## config.mk

```make
export PLATFORM = sky130hd
export DESIGN_NAME = stop_switch_state_tracker
export DESIGN_NICKNAME = d
export VERILOG_FILES = /design/src/hw/rtl/sst_pkg.sv /design/src/hw/rtl/sst_front.sv /design/src/hw/rtl/sst_back.sv /design/src/hw/rtl/stop_switch_state_tracker.sv
export SDC_FILE = /design/constraint.sdc
export NUM_CORES = 2
export LEC_CHECK = 0
export ABC_CLOCK_PERIOD_IN_PS = 5900
export BUFFER_PORTS_ARGS = -buffer_cell sky130_fd_sc_hd__buf_2
export CORE_AREA = 2 2 424 426
export CTS_CLUSTER_SIZE = 30
export DETAILED_ROUTE_END_ITERATION = 8
export DIE_AREA = 0 0 426 428
export GPL_TIMING_DRIVEN = 0
export PLACE_DENSITY_LB_ADDON = 0.2
export RECOVER_POWER = 100
export SYNTH_ARGS = -nofsm -noshare
export SYNTH_HDL_FRONTEND = slang
export SYNTH_HIERARCHICAL = 1
export SYNTH_SLANG_ARGS = --single-unit
```

## constraint.sdc

```tcl
create_clock -name i_clk -period 5.9 [get_ports i_clk]
set_input_delay 0.885 -clock i_clk [delete_from_list [all_inputs] [get_ports i_clk]]
set_output_delay 0.885 -clock i_clk [all_outputs]
set_load 0.005 [all_outputs]
```

## src/hw/rtl/sst_pkg.sv

```systemverilog
// Package for the stop switch state tracker: payload structs, codes, sizes.
// Used by every module in hw/rtl.
`timescale 1ns / 1ps
package sst_pkg;
    localparam int TableDepth = 16;
    localparam int IdxW = $clog2(TableDepth);
    localparam int QDepth = 2;

    localparam logic [1:0] ACT_FRAME = 2'd0;
    localparam logic [1:0] ACT_TICK  = 2'd1;
    localparam logic [1:0] ACT_LOCAL = 2'd2;
    localparam logic [1:0] ACT_TXOUT = 2'd3;

    localparam logic [2:0] ST_OK        = 3'd0;
    localparam logic [2:0] ST_WRONG_PORT = 3'd1;
    localparam logic [2:0] ST_BAD_LEN   = 3'd2;
    localparam logic [2:0] ST_FULL      = 3'd3;
    localparam logic [2:0] ST_MISSED    = 3'd4;
    localparam logic [2:0] ST_NOT_SRV   = 3'd5;

    localparam logic [1:0] REG_SERVER  = 2'd0;
    localparam logic [1:0] REG_PORT    = 2'd1;
    localparam logic [1:0] REG_PERIOD  = 2'd2;
    localparam logic [1:0] REG_TIMEOUT = 2'd3;

    typedef struct packed {
        logic [1:0]  action;
        logic [7:0]  rx_port;
        logic [3:0]  rx_length;
        logic [63:0] sender_name;
        logic [7:0]  count_byte;
        logic [7:0]  state_byte;
        logic [1:0]  local_state;
        logic        tx_ok;
    } t_in;

    typedef struct packed {
        logic [2:0] status;
        logic       combined_stop;
        logic       state_changed;
        logic       tx_valid;
        logic [7:0] tx_count;
        logic [7:0] tx_state_byte;
    } t_out;

    // classified command handed from front to back
    typedef struct packed {
        logic [1:0]  action;
        logic [2:0]  pre_status;
        logic [63:0] name;
        logic [7:0]  count;
        logic [1:0]  state;
        logic        tx_ok;
    } t_cmd;
endpackage

```

## src/hw/rtl/sst_front.sv

```systemverilog
// Front end: accepts transactions, classifies frames, queues commands.
// Depends on sst_pkg.
`timescale 1ns / 1ps
module sst_front (
    input  logic          i_clk,
    input  logic          i_rst_n,
    input  logic          i_valid,
    output logic          o_ready,
    input  sst_pkg::t_in  i_data,
    input  logic [7:0]    i_local_port,
    output logic          o_cmd_valid,
    input  logic          i_cmd_ready,
    output sst_pkg::t_cmd o_cmd
);
    import sst_pkg::*;

    t_cmd r_q [QDepth];
    logic r_wp, r_rp;
    logic [1:0] r_cnt;
    t_cmd n_cmd;
    logic push, pop;

    always_comb begin
        n_cmd.action     = i_data.action;
        n_cmd.name       = i_data.sender_name;
        n_cmd.count      = i_data.count_byte;
        n_cmd.state      = (i_data.action == ACT_LOCAL) ? i_data.local_state
                                                        : i_data.state_byte[1:0];
        n_cmd.tx_ok      = i_data.tx_ok;
        n_cmd.pre_status = ST_OK;
        if (i_data.action == ACT_FRAME) begin
            if (i_data.rx_port != i_local_port) begin
                n_cmd.pre_status = ST_WRONG_PORT;
            end else if (i_data.rx_length != 4'd8) begin
                n_cmd.pre_status = ST_BAD_LEN;
            end
        end
    end

    assign o_ready     = (r_cnt != 2'(QDepth));
    assign push        = i_valid && o_ready;
    assign o_cmd_valid = (r_cnt != 2'd0);
    assign pop         = o_cmd_valid && i_cmd_ready;
    assign o_cmd       = r_q[r_rp];

    always_ff @(posedge i_clk) begin
        if (push) begin
            r_q[r_wp] <= n_cmd;
        end
        if (!i_rst_n) begin
            r_wp  <= 1'b0;
            r_rp  <= 1'b0;
            r_cnt <= 2'd0;
        end else begin
            if (push) begin
                r_wp <= ~r_wp;
            end
            if (pop) begin
                r_rp <= ~r_rp;
            end
            r_cnt <= r_cnt + 2'(push) - 2'(pop);
        end
    end

    assert property (@(posedge i_clk) disable iff (!i_rst_n) r_cnt <= 2'(QDepth))
        else $error("queue overflow");
    assert property (@(posedge i_clk) disable iff (!i_rst_n)
        (r_cnt == 2'd0) |-> !o_cmd_valid) else $error("valid on empty queue");
    assert property (@(posedge i_clk) disable iff (!i_rst_n)
        (push && !pop) |=> (r_cnt == $past(r_cnt) + 2'd1)) else $error("count slip");
endmodule

```

## src/hw/rtl/sst_back.sv

```systemverilog
// Back end: table scan sequencer, timers, own state and result register.
// Depends on sst_pkg.
`timescale 1ns / 1ps
module sst_back (
    input  logic          i_clk,
    input  logic          i_rst_n,
    input  logic          i_cmd_valid,
    output logic          o_cmd_ready,
    input  sst_pkg::t_cmd i_cmd,
    input  logic          i_server,
    input  logic [15:0]   i_period,
    input  logic [15:0]   i_timeout,
    output logic          o_valid,
    input  logic          i_ready,
    output sst_pkg::t_out o_data
);
    import sst_pkg::*;

    localparam logic [2:0] S_IDLE = 3'd0;
    localparam logic [2:0] S_SCAN = 3'd1;
    localparam logic [2:0] S_UPD  = 3'd2;
    localparam logic [2:0] S_PRUNE = 3'd3;
    localparam logic [2:0] S_DONE = 3'd4;

    logic [2:0] r_st;
    t_cmd r_cmd;
    logic [IdxW:0] r_i;
    logic [TableDepth-1:0] r_vld;
    logic [63:0] r_name [TableDepth];
    logic [7:0]  r_ecnt [TableDepth];
    logic [1:0]  r_est  [TableDepth];
    logic [31:0] r_stamp [TableDepth];
    logic [31:0] r_now, r_pstart;
    logic [1:0]  r_own;
    logic [7:0]  r_owncnt;
    logic        r_pend;
    logic        r_hit, r_free_ok, r_before;
    logic [IdxW-1:0] r_slot, r_free;
    logic [2:0]  r_status;
    logic        r_txv;
    logic        r_ovalid;
    t_out        r_out;
    logic [IdxW-1:0] idx;
    logic [TableDepth-1:0] stop_vec;
    logic        any_stop;
    logic        missed;
    logic [7:0]  ocnt;
    logic [31:0] age;

    assign idx = r_i[IdxW-1:0];
    always_comb begin
        for (int k = 0; k < TableDepth; k++) begin
            stop_vec[k] = r_vld[k] && (r_est[k] == 2'd0);
        end
    end
    assign any_stop = (r_own == 2'd0) || (|stop_vec);
    assign ocnt   = r_hit ? r_ecnt[r_slot] : 8'd0;
    assign missed = (ocnt == 8'd255) ? (r_cmd.count != 8'd0)
                                      : ({1'b0, r_cmd.count} > {1'b0, ocnt} + 9'd1);
    assign age    = r_now - r_stamp[idx];

    assign o_cmd_ready = (r_st == S_IDLE);
    assign o_valid = r_ovalid;
    assign o_data  = r_out;

    always_ff @(posedge i_clk) begin
        if (!i_rst_n) begin
            r_st <= S_IDLE;
            r_vld <= '0;
            r_now <= '0;
            r_pstart <= '0;
            r_own <= 2'd1;
            r_owncnt <= '0;
            r_pend <= 1'b0;
            r_ovalid <= 1'b0;
        end else begin
            if (r_ovalid && i_ready && r_st != S_DONE) begin
                r_ovalid <= 1'b0;
            end
            unique case (r_st)
                S_IDLE: begin
                    if (i_cmd_valid) begin
                        r_cmd <= i_cmd;
                        r_status <= i_cmd.pre_status;
                        r_txv <= 1'b0;
                        r_before <= any_stop;
                        r_i <= '0;
                        r_hit <= 1'b0;
                        r_free_ok <= 1'b0;
                        unique case (i_cmd.action)
                            ACT_FRAME: r_st <= (i_cmd.pre_status == ST_OK) ? S_SCAN : S_DONE;
                            ACT_TICK: begin
                                r_now <= r_now + 32'd1;
                                r_st <= ((r_now + 32'd1 - r_pstart) >= {16'd0, i_period})
                                        ? S_PRUNE : S_DONE;
                            end
                            ACT_LOCAL: begin
                                if (!i_server) begin
                                    r_status <= ST_NOT_SRV;
                                end else if (i_cmd.state != r_own) begin
                                    r_own <= i_cmd.state;
                                    r_pend <= 1'b1;
                                end
                                r_st <= S_DONE;
                            end
                            default: begin
                                if (r_pend && i_cmd.tx_ok) begin
                                    r_owncnt <= r_owncnt + 8'd1;
                                    r_pend <= 1'b0;
                                end
                                r_st <= S_DONE;
                            end
                        endcase
                    end
                end
                S_SCAN: begin
                    if (!r_hit && r_vld[idx] && r_name[idx] == r_cmd.name) begin
                        r_hit <= 1'b1;
                        r_slot <= idx;
                    end
                    if (!r_free_ok && !r_vld[idx]) begin
                        r_free_ok <= 1'b1;
                        r_free <= idx;
                    end
                    if (r_i == (IdxW+1)'(TableDepth - 1)) begin
                        r_st <= S_UPD;
                    end
                    r_i <= r_i + 1'b1;
                end
                S_UPD: begin
                    if (!r_hit && !r_free_ok) begin
                        r_status <= ST_FULL;
                        r_st <= S_DONE;
                    end else if (!r_hit) begin
                        r_hit <= 1'b1;
                        r_slot <= r_free;
                        r_vld[r_free] <= 1'b1;
                        r_name[r_free] <= r_cmd.name;
                        r_ecnt[r_free] <= 8'd0;
                    end else begin
                        r_est[r_slot] <= missed ? 2'd0 : r_cmd.state;
                        r_ecnt[r_slot] <= r_cmd.count;
                        r_stamp[r_slot] <= r_now;
                        r_status <= missed ? ST_MISSED : ST_OK;
                        r_st <= S_DONE;
                    end
                end
                S_PRUNE: begin
                    if (r_i == '0) begin
                        r_pstart <= r_now;
                        if (i_server) begin
                            r_pend <= 1'b1;
                        end
                    end
                    if (r_vld[idx] && age >= {16'd0, i_timeout}) begin
                        r_vld[idx] <= 1'b0;
                    end
                    if (r_i == (IdxW+1)'(TableDepth - 1)) begin
                        r_st <= S_DONE;
                    end
                    r_i <= r_i + 1'b1;
                end
                S_DONE: begin
                    if (!r_ovalid || i_ready) begin
                        r_ovalid <= 1'b1;
                        r_out.status <= r_status;
                        r_out.combined_stop <= any_stop;
                        r_out.state_changed <= (r_cmd.action == ACT_FRAME) &&
                            (r_status == ST_OK || r_status == ST_MISSED) &&
                            (r_before != any_stop);
                        r_out.tx_valid <= (r_cmd.action == ACT_TICK) && r_pend && i_server;
                        r_out.tx_count <= r_owncnt;
                        r_out.tx_state_byte <= {6'b111111, r_own};
                        r_st <= S_IDLE;
                    end
                end
                default: r_st <= S_IDLE;
            endcase
        end
    end

    assert property (@(posedge i_clk) disable iff (!i_rst_n)
        (r_st == S_DONE && (!r_ovalid || i_ready)) |=> r_ovalid) else $error("lost result");
    assert property (@(posedge i_clk) disable iff (!i_rst_n)
        (r_ovalid && !i_ready) |=> $stable(r_out)) else $error("result changed");
    assert property (@(posedge i_clk) disable iff (!i_rst_n)
        o_cmd_ready |-> (r_st == S_IDLE)) else $error("ready while busy");
endmodule

```

## src/hw/rtl/stop_switch_state_tracker.sv

```systemverilog
// Stop switch state tracker top: config registers, front queue, back sequencer.
// A non-table item goes from idle straight to the result; a valid frame scans all
// 16 entries, then updates (twice if it inserts); an expiring tick sweeps all 16.
// The back end takes a new item only when idle. Reset (i_rst_n, synchronous): table
// empty, timers zero, own state permit, registers at 0 / 0 / 100 / 300.
`timescale 1ns / 1ps
module stop_switch_state_tracker (
    input  logic          i_clk,
    input  logic          i_rst_n,
    input  logic          i_valid,
    output logic          o_ready,
    input  sst_pkg::t_in  i_data,
    output logic          o_valid,
    input  logic          i_ready,
    output sst_pkg::t_out o_data,
    input  logic          i_cfg_valid,
    output logic          o_cfg_ready,
    input  logic [1:0]    i_cfg_index,
    input  logic [15:0]   i_cfg_data
);
    import sst_pkg::*;

    logic        r_server;
    logic [7:0]  r_port;
    logic [15:0] r_period, r_timeout;
    logic        cmd_valid, cmd_ready;
    t_cmd        cmd;

    assign o_cfg_ready = 1'b1;

    always_ff @(posedge i_clk) begin
        if (!i_rst_n) begin
            r_server  <= 1'b0;
            r_port    <= 8'd0;
            r_period  <= 16'd100;
            r_timeout <= 16'd300;
        end else if (i_cfg_valid) begin
            unique case (i_cfg_index)
                REG_SERVER:  r_server  <= i_cfg_data[0];
                REG_PORT:    r_port    <= i_cfg_data[7:0];
                REG_PERIOD:  r_period  <= i_cfg_data;
                REG_TIMEOUT: r_timeout <= i_cfg_data;
                default: ;
            endcase
        end
    end

    sst_front u_front (
        .i_clk, .i_rst_n, .i_valid, .o_ready, .i_data,
        .i_local_port(r_port),
        .o_cmd_valid(cmd_valid), .i_cmd_ready(cmd_ready), .o_cmd(cmd)
    );

    sst_back u_back (
        .i_clk, .i_rst_n,
        .i_cmd_valid(cmd_valid), .o_cmd_ready(cmd_ready), .i_cmd(cmd),
        .i_server(r_server), .i_period(r_period), .i_timeout(r_timeout),
        .o_valid, .i_ready, .o_data
    );
endmodule

```

==> out/results.ini <==
[placed_design]
dp_hpwl_mm = 173
place_ws_ns = -3.47
numPortBuffers = 131
gp_congestion = 0.956
dp_cells = 7654

[global_routing]
grt_pass1_wl_mm = 359
grt.met1_usage = 0.404
grt.overflow.total = 0
track_usage = 0.277
met3_usage = 0.0550
busiest_layer = met2
grt_max_degree = 51
use_met2 = 0.431
grt_pass1_vias = 49300
antenna_found_initial = 16

[sta]
maxSlewViolCount = 1290
hold_viol = 0
hold_ws_ns = 0.208
fin_ws_ns = 0.0782
max-slew-margin-rel = -0.635
finalCritPeriodShare = 0.987
tightest_slew_ns = 2.44
fin_crit_ns = 5.82
rsz0062_at_grt = no
tns_ns = 0
setup_viol = 0
skew_ns = 0.0405
clock.fmax_ghz = 0.172

[drt]
route.vias.total = 50300
wirelength_mm = 254
final_antenna_net_count = 0
vias_per_cell = 6.23
drc_errors = 0
drt_pass1_iterations = 8
avgRoutedWirePerCell_um = 31.4
drtIter0Drc = 6628

[final_layout]
drive_gt1_frac = 0.196
final_cells = 8075
layout_commonest_cell = edfxtp_1
synthToLayoutAreaGrowth_pct = 13.1
layout.nets = 5774
final_util = 0.562
mostFrequentLayoutCells = edfxtp_1, mux4_2, nand2_1, clkbuf_1, mux2i_1
fill_cells = 13900

[status]
status = complete, but fails checks
violations = max-capacitance violations, max-slew violations

[die]
die_w_um = 426
start_util = 0.497
die_h_um = 428
die_area_sq_mm = 0.182
io_pins = 145
row_count = 155
core_area_sq_mm = 0.178

[worst_setup_path]
r2r-end = u_back/r_slot[2]$_DFFE_PP_
ff2ff_setup_slack_ns = 0.08
critPathMaxFanout = 10
arrival_ns = 6.37
critPathKind = flop to flop
rr_worst_depth = 14
crit_required_ns = 6.45
end_kind = flop
crit_path_start_kind = flop
critical_path.endpoint = u_back/r_slot[2]$_DFFE_PP_

[logic_synthesis]
synth_seq_cells = 2114
synth_edf_count = 1965
synth.top_cell.area_share = 0.669
synth_async_sr_flop_share = 0
synth_seq_area_share = 0.702
synth.distinct_cells = 100
avgSynthCellArea_sq_um = 17.4
ys_top_cells_by_area = edfxtp_1, mux4_2, dfxtp_1, mux2i_1, ha_1
yosys_warnings = 6
syn_area_sq_mm = 0.0883
synthFlopType = edfxtp_1
syn_inst = 5082
synth_area_leader_cell = edfxtp_1

[run]
cap_violations = 68

[cts]
htreeDepth = 4
path_clk_slew_ns = 0.06
cts_inserted_buffers = 209
clk_latency_ns = 0.88
cts_tree = done
cts-hold-fix-buffers = 0
ctsRootBufferMaster = clkbuf_16
cts_buffer_depth = 3
cts_sinks = 2114

[hold_path]
worst_hold_path_type = input pin to flop

[pwr]
max-vdd-ir-drop_v = 0.000333
power_density_mw_per_mm2 = 436
leakage_nw = 33.2

## state kept, by name, summed over array words and instances, names as in the netlist, 8 cells and up, named ones only
signal           count
r_period            16
r_port               8
r_timeout           16
u_back/o_data       16
u_back/r_cmd        76
u_back/r_ecnt      128
u_back/r_est        32
u_back/r_name     1024
u_back/r_now        32
u_back/r_owncnt      8
u_back/r_pstart     32
u_back/r_stamp     512
u_back/r_vld        16
u_front/r_q        158
## critical path, cell delays in order (launching register included)
cell and delay, ns:
dfxtp_2 0.32, buf_6 0.11, buf_4 0.15, buf_6 0.17, buf_4 0.24, inv_4 0.27, buf_2 0.51, o21ai_0 0.49
a22o_1 0.39, a2111oi_0 0.80, nor4b_1 0.77, and4_1 0.30, and4_1 0.53, o21ai_2 0.21, inv_1 0.21
## layout make-up
cell class                      count  area (sq um)  area share
Clock buffer                      268          5600      0.0561
Multi-Input combinational cell   2581         24600       0.246
Tap cell                         2355          2950      0.0295
Antenna cell                        3          7.51   0.0000752
Clock inverter                    119          1100      0.0111
Buffer                            230          1550      0.0156
Inverter                          146           557     0.00558
Timing Repair Buffer              259          1490      0.0149
Sequential cell                  2114         62000       0.621
## kinds of logic (layout without fill, tap and decap cells)
group | after synthesis | in the layout | synth area share
and+or+nand+nor | 941 | 941 | 0.0522
buffers and inverters | 392 | 1022 | 0.0211
xor gates and xnor gates | 164 | 164 | 0.0163
adders and majority gates | 113 | 113 | 0.0162
DFF | 2114 | 2114 | 0.702
AOI/OAI and AO/OA | 615 | 615 | 0.0484
muxes | 740 | 740 | 0.143
other | 3 | 11 | 0.000128
## synthesized netlist by cell type, types with 77 or more instances
| cell type | instances |
|---|---|
| nand2_1 | 303 |
| mux2_2 | 96 |
| mux4_2 | 391 |
| xor2_1 | 77 |
| clkbuf_1 | 104 |
| ha_1 | 111 |
| nor2_1 | 216 |
| edfxtp_1 | 1965 |
| inv_1 | 143 |
| o21ai_0 | 110 |
| mux2i_1 | 229 |
| dfxtp_1 | 149 |
| xnor2_1 | 87 |
| a21oi_1 | 113 |
## worst min path at each step
stage	from	endpoint	slack, ns	depth (start not counted)
after floorplan	u_back/r_status[2]$_DFFE_PP_	u_back/o_data[21]$_DFFE_PP_	0.40	0
after global placement	u_back/r_i[2]$_DFFE_PP_	u_back/r_free[2]$_DFFE_PP_	0.44	0
after detailed placement	u_back/r_i[2]$_DFFE_PP_	u_back/r_free[2]$_DFFE_PP_	0.44	0
after CTS	i_data[48]	u_front/r_q[1][40]$_DFFE_PP_	0.15	1
after global routing	i_data[46]	u_front/r_q[0][38]$_DFFE_PP_	0.18	1
final	i_data[63]	u_front/r_q[1][55]$_DFFE_PP_	0.21	1
## routing by layer
metal	part of all wire	vias up
met5	0.00014	-
met4	0.029	6
met3	0.10	380
met2	0.46	2630
met1	0.40	26200
li1	-	21100
## report_power, final
group | switching (W) | internal [W]
Sequential | 0.000782 | 0.0173
Clock | 0.00568 | 0.00733
Combinational | 0.00774 | 0.00474
Total | 0.0142 | 0.0294
## stage by stage
step / instance area, sq um / total power, W
floorplan: 88400 / 0.0253
global placement: 92000 / 0.0301
detailed placement: 93700 / 0.0302
CTS: 101000 / 0.0434
global route: 99800 / 0.0448
finish: 99800 / 0.0436
## what timing repair did
item / CTS / global route
resized for setup: 103 / 72
setup buffers: 12 / 31
cloned: 2 / 2
pin swaps: 6 / 20
setup endpoints to repair: 61 / 51
Power figures use the tool's default switching activity.
